<file path="src/design/assert_macros.svh">
// ----------------------------------------------------------------------------
// assert_macros.svh
// Concurrent assertion helpers, empty when building for synthesis.
// ----------------------------------------------------------------------------
`ifndef ASSERT_MACROS_SVH
`define ASSERT_MACROS_SVH

`ifndef SYNTHESIS
// property must hold at every clock edge outside reset
`define ASSERT_CLK(lbl, prop) \
    lbl: assert property (@(posedge clk) disable iff (!rst_n) (prop)) \
        else $error("assertion failed");
// condition must never be true outside reset
`define ASSERT_NEVER(lbl, cond) \
    lbl: assert property (@(posedge clk) disable iff (!rst_n) !(cond)) \
        else $error("forbidden condition seen");
`else
`define ASSERT_CLK(lbl, prop)
`define ASSERT_NEVER(lbl, cond)
`endif

`endif

</file>
<file path="src/design/stp_pkg.sv">
// ----------------------------------------------------------------------------
// stp_pkg
// Types and constants shared by the sorted timer pool modules.
// ----------------------------------------------------------------------------
`default_nettype none

package stp_pkg;

    localparam int unsigned MAX_EXPIRE  = 32;
    localparam logic [31:0] NO_DEADLINE = 32'hffff_ffff;

    localparam logic [2:0] FN_TICK   = 3'd0;
    localparam logic [2:0] FN_ALLOC  = 3'd1;
    localparam logic [2:0] FN_FREE   = 3'd2;
    localparam logic [2:0] FN_INIT   = 3'd3;
    localparam logic [2:0] FN_SET    = 3'd4;
    localparam logic [2:0] FN_CANCEL = 3'd5;

    localparam logic [2:0] KIND_ACK      = 3'd0;
    localparam logic [2:0] KIND_ALLOC    = 3'd1;
    localparam logic [2:0] KIND_NOSLOT   = 3'd2;
    localparam logic [2:0] KIND_EXPIRY   = 3'd3;
    localparam logic [2:0] KIND_SWITCH   = 3'd4;
    localparam logic [2:0] KIND_CANCEL   = 3'd5;
    localparam logic [2:0] KIND_NOTRUN   = 3'd6;

    localparam logic [1:0] SS_FREE  = 2'd0;
    localparam logic [1:0] SS_ALLOC = 2'd1;
    localparam logic [1:0] SS_RUN   = 2'd2;

    typedef struct packed {
        logic [2:0]  func;
        logic [4:0]  slot;
        logic [31:0] timeout;
        logic [3:0]  queue_id;
        logic [31:0] payload;
    } in_item_t;

    typedef struct packed {
        logic [2:0]  kind;
        logic [4:0]  out_slot;
        logic [3:0]  out_queue_id;
        logic [31:0] out_payload;
        logic        last;
    } out_item_t;

    typedef enum logic [2:0] {
        OP_TICK, OP_ALLOC, OP_FREE, OP_INIT, OP_SET, OP_CANCEL, OP_NOP
    } op_t;

    typedef struct packed {
        op_t         op;
        logic        ok;
        logic [4:0]  slot;
        logic [31:0] timeout;
        logic [3:0]  queue_id;
        logic [31:0] payload;
    } cmd_t;

    function automatic out_item_t mk_res(logic [2:0] kind, logic [4:0] s,
                                         logic [3:0] q, logic [31:0] p);
        out_item_t r;
        r.kind         = kind;
        r.out_slot     = s;
        r.out_queue_id = q;
        r.out_payload  = p;
        r.last         = 1'b0;
        return r;
    endfunction

endpackage

`default_nettype wire

</file>
<file path="src/design/stp_ram.sv">
// ----------------------------------------------------------------------------
// stp_ram
// Generic one-write, one-read memory with registered read data.
// ----------------------------------------------------------------------------
`default_nettype none

module stp_ram #(
    parameter int WIDTH = 32,
    parameter int DEPTH = 32
) (
    input  wire logic                     clk,
    input  wire logic                     we,
    input  wire logic [$clog2(DEPTH)-1:0] waddr,
    input  wire logic [WIDTH-1:0]         wdata,
    input  wire logic [$clog2(DEPTH)-1:0] raddr,
    output logic      [WIDTH-1:0]         rdata
);

    logic [WIDTH-1:0] mem_reg [DEPTH];

    always_ff @(posedge clk)
    begin
        if (we)
        begin
            mem_reg[waddr] <= wdata;
        end
        rdata <= mem_reg[raddr];
    end

endmodule

`default_nettype wire

</file>
<file path="src/design/stp_front.sv">
// ----------------------------------------------------------------------------
// stp_front
// Accepts input items, decodes them into commands and buffers two of them.
// ----------------------------------------------------------------------------
`default_nettype none

module stp_front #(
    parameter int TIMER_SLOTS = 32
) (
    input  wire logic              clk,
    input  wire logic              rst_n,
    input  wire logic              in_valid,
    output logic                   in_stall,
    input  wire stp_pkg::in_item_t in_item,
    output logic                   cmd_valid,
    output stp_pkg::cmd_t          cmd,
    input  wire logic              cmd_take
);
    import stp_pkg::*;

    cmd_t       dec;
    cmd_t       fifo_reg [2];
    logic       wr_ptr_reg;
    logic       rd_ptr_reg;
    logic [1:0] count_reg;
    logic       push;

    always_comb
    begin
        dec.slot     = in_item.slot;
        dec.timeout  = in_item.timeout;
        dec.queue_id = in_item.queue_id;
        dec.payload  = in_item.payload;
        dec.ok       = (32'(in_item.slot) < TIMER_SLOTS);
        case (in_item.func)
            FN_TICK:   dec.op = OP_TICK;
            FN_ALLOC:  dec.op = OP_ALLOC;
            FN_FREE:   dec.op = OP_FREE;
            FN_INIT:   dec.op = OP_INIT;
            FN_SET:    dec.op = OP_SET;
            FN_CANCEL: dec.op = OP_CANCEL;
            default:   dec.op = OP_NOP;
        endcase
    end

    assign in_stall  = (count_reg == 2'd2);
    assign push      = in_valid && !in_stall;
    assign cmd_valid = (count_reg != 2'd0);
    assign cmd       = fifo_reg[rd_ptr_reg];

    // queue storage carries no reset
    always_ff @(posedge clk)
    begin
        if (push)
        begin
            fifo_reg[wr_ptr_reg] <= dec;
        end
    end

    always_ff @(posedge clk or negedge rst_n)
    begin
        if (!rst_n)
        begin
            wr_ptr_reg <= 1'b0;
            rd_ptr_reg <= 1'b0;
            count_reg  <= 2'd0;
        end
        else
        begin
            if (push)
            begin
                wr_ptr_reg <= !wr_ptr_reg;
            end
            if (cmd_take)
            begin
                rd_ptr_reg <= !rd_ptr_reg;
            end
            count_reg <= count_reg + 2'(push) - 2'(cmd_take);
        end
    end

endmodule

`default_nettype wire

</file>
<file path="src/design/stp_back.sv">
// ----------------------------------------------------------------------------
// stp_back
// Executes timer commands: slot table, sorted list walks, tick expiry.
// ----------------------------------------------------------------------------
`default_nettype none

module stp_back #(
    parameter int TIMER_SLOTS   = 32,
    parameter int QUEUE_ID_BITS = 4
) (
    input  wire logic               clk,
    input  wire logic               rst_n,
    input  wire logic               cmd_valid,
    input  wire stp_pkg::cmd_t      cmd,
    output logic                    cmd_take,
    input  wire logic               cfg_valid,
    output logic                    cfg_ready,
    input  wire logic [5:0]         cfg_data,
    output logic                    out_valid,
    input  wire logic               out_stall,
    output stp_pkg::out_item_t      out_item
);
    import stp_pkg::*;

    localparam int AW    = $clog2(TIMER_SLOTS);
    localparam int LW    = $clog2(TIMER_SLOTS + 1);
    localparam int MSG_W = QUEUE_ID_BITS + 32;
    localparam logic [LW-1:0] NULL_IDX = LW'(TIMER_SLOTS);

    typedef enum logic [4:0] {
        ST_IDLE, ST_DECODE, ST_PUSH, ST_FINISH,
        ST_TK_RD, ST_TK_CMP, ST_TK_END,
        ST_RF_RD, ST_RF_WAIT, ST_AL_SCAN,
        ST_UL_START, ST_UL_LS, ST_UL_RD, ST_UL_CMP, ST_UL_DONE,
        ST_IN_START, ST_IN_RD, ST_IN_CMP, ST_IN_LNK, ST_IN_PRV
    } state_t;

    state_t          state_reg, state_next, ret_reg, ret_next, post_reg, post_next;
    cmd_t            cur_reg, cur_next;
    logic [31:0]     tc_reg, tc_next, next_dl_reg, next_dl_next, dval_reg, dval_next;
    logic [LW-1:0]   active_reg, active_next, head_reg, head_next;
    logic [LW-1:0]   ptr_reg, ptr_next, prev_reg, prev_next, ls_reg, ls_next;
    logic [LW-1:0]   walk_reg, walk_next;
    logic [5:0]      exp_reg, exp_next, ts_reg, ts_next;
    logic            tsf_reg, tsf_next;
    logic [AW-1:0]   scan_reg, scan_next;
    logic [1:0]      ss_reg [TIMER_SLOTS];
    logic [1:0]      ss_next [TIMER_SLOTS];
    out_item_t       new_res_reg, new_res_next, hold_reg, hold_next, out_reg, out_next;
    logic            hold_valid_reg, hold_valid_next, out_valid_reg, out_valid_next;

    logic            dl_we, lk_we, mg_we;
    logic [AW-1:0]   dl_waddr, dl_raddr, lk_waddr, lk_raddr, mg_waddr, mg_raddr;
    logic [31:0]     dl_wdata, dl_rd;
    logic [LW-1:0]   lk_wdata, lk_rd;
    logic [MSG_W-1:0] mg_wdata, mg_rd;

    logic [AW-1:0]   s_idx;
    logic [LW-1:0]   s_lw;
    logic            out_free, push_room;

    stp_ram #(.WIDTH(32), .DEPTH(TIMER_SLOTS)) u_dl_ram (
        .clk(clk), .we(dl_we), .waddr(dl_waddr), .wdata(dl_wdata),
        .raddr(dl_raddr), .rdata(dl_rd)
    );
    stp_ram #(.WIDTH(LW), .DEPTH(TIMER_SLOTS)) u_lk_ram (
        .clk(clk), .we(lk_we), .waddr(lk_waddr), .wdata(lk_wdata),
        .raddr(lk_raddr), .rdata(lk_rd)
    );
    stp_ram #(.WIDTH(MSG_W), .DEPTH(TIMER_SLOTS)) u_mg_ram (
        .clk(clk), .we(mg_we), .waddr(mg_waddr), .wdata(mg_wdata),
        .raddr(mg_raddr), .rdata(mg_rd)
    );

    assign s_idx     = AW'(cur_reg.slot);
    assign s_lw      = LW'(cur_reg.slot);
    assign out_free  = !out_valid_reg || !out_stall;
    assign push_room = !hold_valid_reg || out_free;
    assign cfg_ready = 1'b1;
    assign out_valid = out_valid_reg;
    assign out_item  = out_reg;

    always_comb
    begin
        state_next      = state_reg;
        ret_next        = ret_reg;
        post_next       = post_reg;
        cur_next        = cur_reg;
        tc_next         = tc_reg;
        next_dl_next    = next_dl_reg;
        dval_next       = dval_reg;
        active_next     = active_reg;
        head_next       = head_reg;
        ptr_next        = ptr_reg;
        prev_next       = prev_reg;
        ls_next         = ls_reg;
        walk_next       = walk_reg;
        exp_next        = exp_reg;
        ts_next         = ts_reg;
        tsf_next        = tsf_reg;
        scan_next       = scan_reg;
        ss_next         = ss_reg;
        new_res_next    = new_res_reg;
        hold_next       = hold_reg;
        hold_valid_next = hold_valid_reg;
        out_next        = out_reg;
        out_valid_next  = out_valid_reg;
        cmd_take        = 1'b0;
        dl_we = 1'b0; dl_waddr = s_idx; dl_wdata = dval_reg; dl_raddr = AW'(head_reg);
        lk_we = 1'b0; lk_waddr = s_idx; lk_wdata = ptr_reg;  lk_raddr = AW'(head_reg);
        mg_we = 1'b0; mg_waddr = s_idx; mg_raddr = AW'(head_reg);
        mg_wdata = {QUEUE_ID_BITS'(cur_reg.queue_id), cur_reg.payload};

        if (cfg_valid)
        begin
            ts_next = cfg_data;
        end
        if (out_valid_reg && !out_stall)
        begin
            out_valid_next = 1'b0;
        end

        case (state_reg)
            ST_IDLE:
            begin
                if (cmd_valid)
                begin
                    cmd_take   = 1'b1;
                    cur_next   = cmd;
                    state_next = ST_DECODE;
                end
            end
            ST_DECODE:
            begin
                state_next = ST_FINISH;
                case (cur_reg.op)
                    OP_TICK:
                    begin
                        tc_next = tc_reg + 32'd1;
                        if (!(next_dl_reg > tc_reg + 32'd1))
                        begin
                            exp_next   = 6'd0;
                            tsf_next   = 1'b0;
                            state_next = ST_TK_RD;
                        end
                    end
                    OP_ALLOC:
                    begin
                        scan_next  = '0;
                        state_next = ST_AL_SCAN;
                    end
                    OP_FREE:
                    begin
                        if (cur_reg.ok)
                        begin
                            if (ss_reg[s_idx] == SS_RUN)
                                state_next = ST_UL_START;
                            else
                                ss_next[s_idx] = SS_FREE;
                        end
                    end
                    OP_INIT:
                    begin
                        mg_we = cur_reg.ok;
                    end
                    OP_SET:
                    begin
                        if (cur_reg.ok)
                            state_next = (ss_reg[s_idx] == SS_RUN) ? ST_UL_START
                                                                    : ST_IN_START;
                    end
                    OP_CANCEL:
                    begin
                        if (cur_reg.ok && ss_reg[s_idx] == SS_RUN)
                        begin
                            state_next = ST_UL_START;
                        end
                        else
                        begin
                            new_res_next = mk_res(KIND_NOTRUN, 5'd0, 4'd0, 32'd0);
                            ret_next     = ST_FINISH;
                            state_next   = ST_PUSH;
                        end
                    end
                    default: state_next = ST_FINISH;
                endcase
            end
            // the newest result waits in hold until we know whether it is the last
            ST_PUSH:
            begin
                if (push_room)
                begin
                    if (hold_valid_reg)
                    begin
                        out_next       = hold_reg;
                        out_valid_next = 1'b1;
                    end
                    hold_next       = new_res_reg;
                    hold_valid_next = 1'b1;
                    state_next      = ret_reg;
                end
            end
            ST_FINISH:
            begin
                if (out_free)
                begin
                    out_next        = hold_valid_reg ? hold_reg
                                                     : mk_res(KIND_ACK, 5'd0, 4'd0, 32'd0);
                    out_next.last   = 1'b1;
                    out_valid_next  = 1'b1;
                    hold_valid_next = 1'b0;
                    state_next      = ST_IDLE;
                end
            end
            ST_TK_RD:
            begin
                if (32'(exp_reg) < MAX_EXPIRE && 32'(head_reg) < TIMER_SLOTS)
                begin
                    state_next = ST_TK_CMP;
                end
                else
                begin
                    post_next  = ST_TK_END;
                    state_next = ST_RF_RD;
                end
            end
            ST_TK_CMP:
            begin
                if (dl_rd > tc_reg)
                begin
                    next_dl_next = dl_rd;
                    state_next   = ST_TK_END;
                end
                else
                begin
                    ss_next[AW'(head_reg)] = SS_ALLOC;
                    head_next = lk_rd;
                    if (active_reg != '0)
                        active_next = active_reg - LW'(1);
                    exp_next = exp_reg + 6'd1;
                    if (32'(head_reg) == 32'(ts_reg))
                    begin
                        tsf_next   = 1'b1;
                        state_next = ST_TK_RD;
                    end
                    else
                    begin
                        new_res_next = mk_res(KIND_EXPIRY, 5'(head_reg),
                                              4'(mg_rd[MSG_W-1:32]), mg_rd[31:0]);
                        ret_next     = ST_TK_RD;
                        state_next   = ST_PUSH;
                    end
                end
            end
            ST_TK_END:
            begin
                if (tsf_reg)
                begin
                    new_res_next = mk_res(KIND_SWITCH, 5'(ts_reg), 4'd0, 32'd0);
                    ret_next     = ST_FINISH;
                    state_next   = ST_PUSH;
                end
                else
                begin
                    state_next = ST_FINISH;
                end
            end
            ST_RF_RD:
            begin
                if (32'(head_reg) < TIMER_SLOTS)
                begin
                    state_next = ST_RF_WAIT;
                end
                else
                begin
                    next_dl_next = NO_DEADLINE;
                    state_next   = post_reg;
                end
            end
            ST_RF_WAIT:
            begin
                next_dl_next = dl_rd;
                state_next   = post_reg;
            end
            ST_AL_SCAN:
            begin
                if (ss_reg[scan_reg] == SS_FREE)
                begin
                    ss_next[scan_reg] = SS_ALLOC;
                    new_res_next = mk_res(KIND_ALLOC, 5'(scan_reg), 4'd0, 32'd0);
                    ret_next     = ST_FINISH;
                    state_next   = ST_PUSH;
                end
                else if (32'(scan_reg) == TIMER_SLOTS - 1)
                begin
                    new_res_next = mk_res(KIND_NOSLOT, 5'd0, 4'd0, 32'd0);
                    ret_next     = ST_FINISH;
                    state_next   = ST_PUSH;
                end
                else
                begin
                    scan_next = scan_reg + AW'(1);
                end
            end
            ST_UL_START:
            begin
                lk_raddr   = s_idx;
                state_next = ST_UL_LS;
            end
            ST_UL_LS:
            begin
                ls_next        = lk_rd;
                ss_next[s_idx] = SS_ALLOC;
                if (active_reg != '0)
                    active_next = active_reg - LW'(1);
                if (head_reg == s_lw)
                begin
                    head_next  = lk_rd;
                    post_next  = ST_UL_DONE;
                    state_next = ST_RF_RD;
                end
                else
                begin
                    ptr_next   = head_reg;
                    walk_next  = '0;
                    state_next = ST_UL_RD;
                end
            end
            ST_UL_RD:
            begin
                lk_raddr = AW'(ptr_reg);
                if (32'(walk_reg) < TIMER_SLOTS && 32'(ptr_reg) < TIMER_SLOTS)
                    state_next = ST_UL_CMP;
                else
                    state_next = ST_UL_DONE;
            end
            ST_UL_CMP:
            begin
                if (lk_rd == s_lw)
                begin
                    lk_we      = 1'b1;
                    lk_waddr   = AW'(ptr_reg);
                    lk_wdata   = ls_reg;
                    state_next = ST_UL_DONE;
                end
                else
                begin
                    ptr_next   = lk_rd;
                    walk_next  = walk_reg + LW'(1);
                    state_next = ST_UL_RD;
                end
            end
            ST_UL_DONE:
            begin
                case (cur_reg.op)
                    OP_FREE:
                    begin
                        ss_next[s_idx] = SS_FREE;
                        state_next     = ST_FINISH;
                    end
                    OP_SET:
                    begin
                        state_next = ST_IN_START;
                    end
                    default:
                    begin
                        new_res_next = mk_res(KIND_CANCEL, cur_reg.slot, 4'd0, 32'd0);
                        ret_next     = ST_FINISH;
                        state_next   = ST_PUSH;
                    end
                endcase
            end
            ST_IN_START:
            begin
                dval_next  = cur_reg.timeout + tc_reg;
                dl_we      = 1'b1;
                dl_wdata   = cur_reg.timeout + tc_reg;
                prev_next  = NULL_IDX;
                ptr_next   = head_reg;
                walk_next  = '0;
                state_next = ST_IN_RD;
            end
            ST_IN_RD:
            begin
                dl_raddr = AW'(ptr_reg);
                lk_raddr = AW'(ptr_reg);
                if (32'(walk_reg) < TIMER_SLOTS && 32'(ptr_reg) < TIMER_SLOTS)
                    state_next = ST_IN_CMP;
                else
                    state_next = ST_IN_LNK;
            end
            ST_IN_CMP:
            begin
                // equal deadlines: the new entry goes in front
                if (dval_reg <= dl_rd)
                begin
                    state_next = ST_IN_LNK;
                end
                else
                begin
                    prev_next  = ptr_reg;
                    ptr_next   = lk_rd;
                    walk_next  = walk_reg + LW'(1);
                    state_next = ST_IN_RD;
                end
            end
            ST_IN_LNK:
            begin
                lk_we      = 1'b1;
                lk_wdata   = (32'(ptr_reg) < TIMER_SLOTS) ? ptr_reg : NULL_IDX;
                state_next = ST_IN_PRV;
            end
            ST_IN_PRV:
            begin
                if (32'(prev_reg) < TIMER_SLOTS)
                begin
                    lk_we    = 1'b1;
                    lk_waddr = AW'(prev_reg);
                    lk_wdata = s_lw;
                end
                else
                begin
                    head_next = s_lw;
                end
                ss_next[s_idx] = SS_RUN;
                active_next    = active_reg + LW'(1);
                post_next      = ST_FINISH;
                state_next     = ST_RF_RD;
            end
            default: state_next = ST_IDLE;
        endcase
    end

    always_ff @(posedge clk or negedge rst_n)
    begin
        if (!rst_n)
        begin
            state_reg      <= ST_IDLE;
            ret_reg        <= ST_IDLE;
            post_reg       <= ST_IDLE;
            cur_reg        <= '0;
            tc_reg         <= '0;
            next_dl_reg    <= NO_DEADLINE;
            dval_reg       <= '0;
            active_reg     <= '0;
            head_reg       <= NULL_IDX;
            ptr_reg        <= '0;
            prev_reg       <= '0;
            ls_reg         <= '0;
            walk_reg       <= '0;
            exp_reg        <= '0;
            ts_reg         <= 6'd32;
            tsf_reg        <= 1'b0;
            scan_reg       <= '0;
            ss_reg         <= '{default: SS_FREE};
            new_res_reg    <= '0;
            hold_reg       <= '0;
            hold_valid_reg <= 1'b0;
            out_reg        <= '0;
            out_valid_reg  <= 1'b0;
        end
        else
        begin
            state_reg      <= state_next;
            ret_reg        <= ret_next;
            post_reg       <= post_next;
            cur_reg        <= cur_next;
            tc_reg         <= tc_next;
            next_dl_reg    <= next_dl_next;
            dval_reg       <= dval_next;
            active_reg     <= active_next;
            head_reg       <= head_next;
            ptr_reg        <= ptr_next;
            prev_reg       <= prev_next;
            ls_reg         <= ls_next;
            walk_reg       <= walk_next;
            exp_reg        <= exp_next;
            ts_reg         <= ts_next;
            tsf_reg        <= tsf_next;
            scan_reg       <= scan_next;
            ss_reg         <= ss_next;
            new_res_reg    <= new_res_next;
            hold_reg       <= hold_next;
            hold_valid_reg <= hold_valid_next;
            out_reg        <= out_next;
            out_valid_reg  <= out_valid_next;
        end
    end

endmodule

`default_nettype wire

</file>
<file path="src/design/sorted_timer_pool_core.sv">
// ----------------------------------------------------------------------------
// sorted_timer_pool_core
// Timer slot pool with a deadline-sorted list of running timers.
// ----------------------------------------------------------------------------
// A two-entry command queue decouples input from the execution engine, which
// handles one command at a time. Simple commands (init, free of an idle slot,
// unused codes) pass from decode straight to finish; allocate scans slot
// states at one per cycle; cancel walks the list, reading then comparing
// each entry; set time of a running slot walks twice (unlink, then sorted
// insert); a tick expires slots from the list head, each in turn.
// The list walk rate is set by the registered read of the link and deadline
// memories. Results leave through an output register; the final result of
// each command has last set. No clearing pass is needed after reset.
`default_nettype none

`include "assert_macros.svh"

module sorted_timer_pool_core #(
    parameter int TIMER_SLOTS   = 32,
    parameter int QUEUE_ID_BITS = 4
) (
    input  wire logic               clk,
    input  wire logic               rst_n,
    input  wire logic               in_valid,
    output logic                    in_stall,
    input  wire stp_pkg::in_item_t  in_item,
    output logic                    out_valid,
    input  wire logic               out_stall,
    output stp_pkg::out_item_t      out_item,
    input  wire logic               cfg_valid,
    output logic                    cfg_ready,
    input  wire logic [5:0]         cfg_data
);
    import stp_pkg::*;

    logic cmd_valid;
    logic cmd_take;
    cmd_t cmd;

    stp_front #(.TIMER_SLOTS(TIMER_SLOTS)) u_front (
        .clk(clk), .rst_n(rst_n),
        .in_valid(in_valid), .in_stall(in_stall), .in_item(in_item),
        .cmd_valid(cmd_valid), .cmd(cmd), .cmd_take(cmd_take)
    );

    stp_back #(.TIMER_SLOTS(TIMER_SLOTS), .QUEUE_ID_BITS(QUEUE_ID_BITS)) u_back (
        .clk(clk), .rst_n(rst_n),
        .cmd_valid(cmd_valid), .cmd(cmd), .cmd_take(cmd_take),
        .cfg_valid(cfg_valid), .cfg_ready(cfg_ready), .cfg_data(cfg_data),
        .out_valid(out_valid), .out_stall(out_stall), .out_item(out_item)
    );

    // engine never pops an empty queue
    `ASSERT_CLK(a_take_has_cmd, cmd_take |-> cmd_valid)
    // the engine never takes a command in the cycle after taking one
    `ASSERT_CLK(a_take_spaced, cmd_take |=> !cmd_take)

endmodule

`default_nettype wire
</file>
<file path="config.mk">
export PLATFORM = sky130hd
export DESIGN_NAME = sorted_timer_pool_core
export DESIGN_NICKNAME = d
export VERILOG_FILES = /design/src/design/stp_pkg.sv /design/src/design/stp_ram.sv /design/src/design/stp_front.sv /design/src/design/stp_back.sv /design/src/design/sorted_timer_pool_core.sv
export VERILOG_INCLUDE_DIRS = /design/src /design/src/design
export SDC_FILE = /design/constraint.sdc
export NUM_CORES = 2
export LEC_CHECK = 0
export BUFFER_PORTS_ARGS = -buffer_cell sky130_fd_sc_hd__clkbuf_2
export CORE_UTILIZATION = 45
export CTS_CLUSTER_DIAMETER = 80
export DETAILED_ROUTE_END_ITERATION = 8
export PLACE_DENSITY = 0.69
export RECOVER_POWER = 50
export SLEW_MARGIN = 10
export SYNTH_ARGS = -nofsm -noshare
export SYNTH_HDL_FRONTEND = slang
export SYNTH_SLANG_ARGS = --single-unit
</file>
<file path="constraint.sdc">
create_clock -name clk -period 13.88 [get_ports clk]
set_input_delay 0.694 -clock clk [delete_from_list [all_inputs] [get_ports clk]]
set_output_delay 0.694 -clock clk [all_outputs]
set_load 0.02 [all_outputs]
</file>
==> Yosys cells after proc, flatten, opt, wreduce, memory -nomap -nowiden <==
Memories as Yosys holds them, arrays and structs flattened. A register that Yosys moved wholly into a read port is not among the register bits.
Index checks and enable logic that the tools add are counted.
Widths: inputs -> output; s select.
{ "word_totals": {"register_bits": 365, "ram_bits": 2520, "inputBits": 87, "mem_count": 4} }
{ "mem_list": {"columns": ["name", "depth", "width", "read_ports", "rd_ports_with_merged_regs", "wr", "line", "text"], "rows": [
  ["u_back.u_mg_ram.mem_reg", 32, 36, 1, 1, 1, "stp_ram.sv:19", "logic [WIDTH-1:0] mem_reg [DEPTH];"],
  ["u_back.u_dl_ram.mem_reg", 32, 32, 1, 1, 1, "stp_ram.sv:19", null],
  ["u_back.u_lk_ram.mem_reg", 32, 6, 1, 1, 1, "stp_ram.sv:19", null],
  ["u_front.fifo_reg", 2, 76, 1, 1, 1, "stp_front.sv:22", "cmd_t fifo_reg [2];"]
]} }
{ "op_classes": {"addsub": 7, "n_lt_le_gt_ge": 14, "n_eq_ne": 65, "n_mux": 134, "n_bitwise": 17, "reduce_logical": 50} }
{ "ops": {"columns": ["op", "n"], "rows": [
  ["$mux 45", 12],
  ["$mux 64", 6],
  ["$pmux 64 s6", 1],
  ["$pmux 45 s5", 1],
  ["$and 32x32->32", 4],
  ["$not 32->32", 4],
  ["$or 32x32->32", 4],
  ["$mux 5", 25],
  ["$pmux 5 s20", 1],
  ["$mux 32", 3],
  ["$mux 6", 16],
  ["$pmux 32 s3", 1],
  ["$pmux 45 s2", 1],
  ["$and 64x64->64", 1],
  ["$gt 32x32->1", 2],
  ["$not 64->64", 1],
  ["$pmux 5 s5", 2],
  ["$pmux 6 s4", 2],
  ["$eq 5x4->1 const B", 8],
  ["$pmux 6 s3", 2],
  ["$ne 2x2->1 const B", 17],
  ["$add 32x1->32 const B", 1],
  ["$add 32x32->32", 1],
  ["$le 32x32->1", 1],
  ["51 further kinds", 170]
]} }

==> Depth between registers and ports, before layout <==
{ "logic_depth": {"ltp_word": 11, "mapped_depth": 24, "mapped_depth_nobuf": 21} }

==> By module <==
Synthesis repeated with hierarchy kept, for this count alone.
{ "unflattened": {"cells_unflattened": 8369, "area_unflattened_um2": 124984.9} }
{ "by_module_without_submodules": {"columns": ["module", "instances", "cells_each", "area_per_inst_um2"], "rows": [
  ["stp_ram at u_back.u_mg_ram", 1, 2536, 45570.0],
  ["stp_ram at u_back.u_dl_ram", 1, 2260, 40485.1],
  ["stp_back", 1, 2991, 25499.5],
  ["stp_ram at u_back.u_lk_ram", 1, 323, 7589.8],
  ["stp_front", 1, 259, 5840.6]
]} }

==> Least setup slack after synthesis <==
No wires, ideal clock.
{ "synth_path": {"path_type": "register to register", "start": "reg u_back.cur_reg, in the netlist u_back.dl_waddr[1]", "end": "mem u_back.u_mg_ram.mem_reg[31][0] in the netlist's numbering, enable pin", "setup_time_ps": 474, "arrival_time_ps": 4014, "required_time_ps": 13406, "path_slack_ps": 9392, "path_stages_with_launch": 7, "path_buffers": 4, "cell_sequence": "dfrtp_1 > buf_2 > buf_4 > buf_2 > clkbuf_1 > nand2_1 > nor3_1"} }
{ "synth_rtl": {"columns": ["item", "line", "text"], "rows": [
  ["start: declaration", "stp_back.sv:39", "cmd_t cur_reg, cur_next;"],
  ["start signal: assignment", "stp_back.sv:467", "cur_reg <= cur_next;"],
  ["end: declaration", "stp_ram.sv:19", null]
]} }
Straight into the memory's write port.

==> Worst setup path in the final report <==
{ "layout_path": {"start": "reg u_back.state_reg[4]", "end": "mem u_back.u_dl_ram.mem_reg[42][25] (netlist: u_back.u_dl_ram.mem_reg[21][25]), enable pin"} }
{ "layout_between": {"elab_chain_cells": 4} }
{ "layout_lines": {"columns": ["item", "line", "text"], "rows": [
  ["start: declaration", "stp_back.sv:38", "state_t state_reg, state_next, ret_reg, ret_next, post_reg, post_next;"],
  ["start signal: assignment", "stp_back.sv:464", "state_reg <= state_next;"],
  ["$eq 5x4->1", "stp_back.sv:123", "case (state_reg)"],
  ["$mux 1", "stp_back.sv:123", null],
  ["$mux 1", "stp_ram.sv:23", "if (we)"],
  ["$mux 1 (not written as such)", "stp_ram.sv:25", "mem_reg[waddr] <= wdata;"],
  ["end: declaration", "stp_ram.sv:19", null]
]} }
No other way between the ends.

==> flow_summary.yaml <==
outcome:
  status: "finished, violations left"
  violations: "max-capacitance violations, max-slew violations"
timing:
  slew_viol_final: 1721
  fin_crit_sh: 0.548
  setup_viol: 0
  hold_viol_final: 0
  maxSlewHeadroom: -2.28
  tns_ps: 0
  fmax_ghz: 0.132
  fin_skew_ps: 94.8
  worst_pin_slew_ps: 4920
  fin_crit_ps: 7600
  rsz0062_at_grt: "no"
worst_setup_path:
  rrSetupSlack_ps: 6280
  r2r_start: "u_back.state_reg[4]$_DFFE_PN0P_"
  crit_arrival_ps: 7680
  path_class: "reg -> reg"
  rr_worst_depth: 5
  endpoint_kind: "flip-flop"
  crit_required_ps: 13960
  r2r_end: "u_back.u_dl_ram.mem_reg[21][25]$_DFFE_PP_"
  worstPathMaxFanout: 32
  start_kind: "flip-flop"
pwr:
  power_density_mw_per_mm2: 201
  power.leakage_nw: 46.9
  irDropWorstVdd_mv: 0.227
finish:
  nFillCells: 21700
  fin_nets: 7919
  seqCellArea_mm2: 0.0881
  area_growth_pct: 13.4
  final_core_util: 0.513
  largest_register_ffs: 1152
  drive_gt1_frac: 0.176
  multiInputGateArea_mm2: 0.0327
floorplanning:
  placementRows: 191
  fp.dieW_um: 523
  core_mm2: 0.271
  chipHeight_um: 523
  initial_core_util: 0.452
  die_area_mm2: 0.274
  io_pins: 135
global_routing:
  grt_overflow: 0
  grt_antenna_before_repair: 7
  grt_pass1_vias: 69800
  grtUsageTotal: 0.243
  grt_max_degree: 121
  grt_pass1_wl_um: 484000
yosys:
  synth.largest_area_cell: "edfxtp_1"
  synth_cells: 7407
  synth_compound_area_frac: 0.0596
  synthXorXnorAreaFrac: 0.00831
  yosys.area_share.simple: 0.0619
  ys_top_cells_by_area: "edfxtp_1, mux4_2, dfrtp_1"
  avgSynthCellArea_um2: 16.5
  synthesis.area_mm2: 0.122
  ys_warn_count: 0
  synth_top_area_share: 0.619
  synth_top_family_by_area: "multiplexers"
  synth_flop_cell: "edfxtp_1"
  synth-seq-area-share: 0.720
  async_reset_ff_frac: 0.144
  synth_seq_cells: 3029
  synth-adder-area-share: 0.0142
  synth_nets: 7632
  synth_edf_count: 2520
  synthMuxAreaShare: 0.118
  synth_cell_types: 90
detailed_routing:
  num_vias: 70700
  remaining_drc_errors: 0
  drtIter0Drc: 9461
  dr.pass1.iters: 6
  avgRoutedWirePerCell_um: 29.1
  wirelength_um: 335000
  drtAntennaViolNets: 0
  viasPerCell: 6.13
placement:
  dp.final_hpwl_um: 180000
  portBuffers: 133
  gp_congestion: 0.929
clocking:
  clockBufferDepth: 4
  path_clk_slew_ps: 60
  cts_sinks: 3029
  htree_levels: 5
  tritoncts: "yes"
  post_cts_resized: 0
  clock_latency_ps: 980
  cts_buffers: 327
  cts_root_buf: "clkbuf_16"
hold_path:
  hold_depth: 2
  hold_start: "cfg_valid"
  hold_end: "u_back.ts_reg[3]$_DFFE_PN0P_"
  min-delay-path-class: "in -> reg"
flow_run:
  maxCapViolations: 50
==> final cells by class <==
cell class / count / area share
sequential: 3029 / 0.635
multi-input combinational: 3840 / 0.236
clock buffer: 427 / 0.0644
tap: 3570 / 0.0322
timing repair buffer: 401 / 0.0189
clock inverter: 154 / 0.0105
inverter: 95 / 0.00257
antenna: 6 / 0.000108
==> cells in the mapped netlist (7+ instances only) <==
| library cell | instances |
|---|---|
| nand2_1 | 710 |
| a21o_1 | 56 |
| buf_1 | 66 |
| inv_1 | 95 |
| xnor2_1 | 86 |
| mux2i_1 | 146 |
| a211oi_1 | 107 |
| xor2_1 | 30 |
| nor3_1 | 49 |
| o31ai_1 | 8 |
| a221oi_1 | 30 |
| nor4_1 | 14 |
| a31oi_1 | 44 |
| o41ai_1 | 30 |
| or2_2 | 9 |
| dfstp_2 | 34 |
| edfxtp_1 | 2520 |
| mux4_2 | 546 |
| buf_2 | 54 |
| a21boi_0 | 24 |
| a22o_1 | 37 |
| nand4_1 | 69 |
| nand2b_1 | 17 |
| o21a_1 | 13 |
| nand3b_1 | 9 |
| mux2_2 | 62 |
| nor2_1 | 412 |
| o21ai_0 | 193 |
| nor3b_1 | 9 |
| dfrtp_1 | 401 |
| a21oi_1 | 336 |
| and2_1 | 52 |
| and2_0 | 13 |
| or3b_2 | 7 |
| ha_1 | 137 |
| o22ai_1 | 35 |
| nand3_1 | 254 |
| clkbuf_1 | 310 |
| a22oi_1 | 158 |
| nor2b_1 | 14 |
| and3_1 | 21 |
| or3_1 | 12 |
| dfxtp_1 | 74 |
==> stage by stage <==
| step | setup WS (ps) | instance area (µm²) | std cells | total power, mW | hold WS [ps] |
|---|---|---|---|---|---|
| 3_3_place_gp | 8100 | 128000 | 10900 | 19.3 | 436 |
| 3_5_place_dp | 8000 | 128000 | 10900 | 19.5 | 441 |
| 2_1_floorplan | 9390 | 122000 | 7407 | 16.9 | 398 |
| 5_1_grt | 5460 | 139000 | 11500 | 29.0 | 130 |
| 6_report | 6280 | 139000 | 11500 | 27.9 | 126 |
| 4_1_cts | 8070 | 139000 | 11500 | 28.0 | 37.5 |
==> where the power goes <==
group / switching (mW) / leakage [nW] / internal, mW / total (mW)
combinational: 4.44 / 13.1 / 2.62 / 7.06
sequential: 1.01 / 28.7 / 11.4 / 12.4
clock: 3.52 / 5.06 / 4.97 / 8.48
total: 8.96 / 46.9 / 18.9 / 27.9
==> logic make-up after synthesis <==
group,Yosys count
compound gates,1132
simple gates,1698
xor+xnor,116
other cells,1
buf+inv,538
flops,3029
fa+ha+maj,138
mux,755
==> timing repair <==
item / in CTS / in global routing
buffers inserted: 0 / 0
hold buffers: 80 / 0
hold endpoints to repair: 216 / 0
==> worst max-delay path, cell delays in order (launching register included) <==
cell and delay, ps:
dfrtp_1 760, nand3b_1 370, or2_0 1310, clkbuf_1 2760, nor2_4 -60, clkbuf_1 1560
==> placed cells by master (no fill, tap or decap), types with 22 or more instances in the layout <==
cell           synthesis  final
and2_1                52     51
xnor2_1               86     86
dlygate4sd3_1          0     80
a22o_1                37     37
nand4_1               69     69
o21ai_0              193    180
clkinv_2               0     51
buf_4                  5    134
clkbuf_8               0     22
a21oi_1              336    335
mux2i_1              146    141
nor2_4                 0     56
dfxtp_1               74     74
nor3_1                49     41
bufinv_16              0     23
ha_1                 137    137
nand2_1              710    708
a211oi_1             107    107
a22oi_1              158    158
a31oi_1               44     44
dfrtp_1              401    398
a21boi_0              24     24
a21o_1                56     56
clkbuf_16              0    334
mux4_2               546    546
clkbuf_1             310    226
inv_1                 95     95
a221oi_1              30     30
nor2_1               412    355
dfstp_2               34     33
edfxtp_1            2520   2520
xor2_1                30     30
o22ai_1               35     35
clkbuf_2               2     24
o41ai_1               30     30
mux2_2                62     59
nand3_1              254    253
clkinv_1               0     37
==> worst max path at each step <==
stage | from | endpoint | depth (start not counted)
after CTS | u_back.state_reg[3]$_DFFE_PN0P_ | u_back.u_dl_ram.rdata[13]$_DFF_P_ | 12
final | u_back.state_reg[4]$_DFFE_PN0P_ | u_back.u_dl_ram.mem_reg[21][25]$_DFFE_PP_ | 5
after global placement | u_back.state_reg[3]$_DFFE_PN0P_ | u_back.u_dl_ram.rdata[14]$_DFF_P_ | 12
after floorplan | u_back.dl_waddr[1]$_DFFE_PN0P_ | u_back.u_mg_ram.mem_reg[31][0]$_DFFE_PP_ | 6
after global routing | rst_n | u_back.hold_reg[36]$_DFFE_PN0P_ | 5
after detailed placement | u_back.state_reg[3]$_DFFE_PN0P_ | u_back.u_dl_ram.rdata[14]$_DFF_P_ | 12
==> per-layer routing <==
metal / GRT usage / share of wire
met1: 0.341 / 0.40
met2: 0.380 / 0.46
met3: 0.0526 / 0.10
met4: 0.0746 / 0.033
met5: 0 / 0.000078
Note: power is estimated with default switching activity, not from simulation.
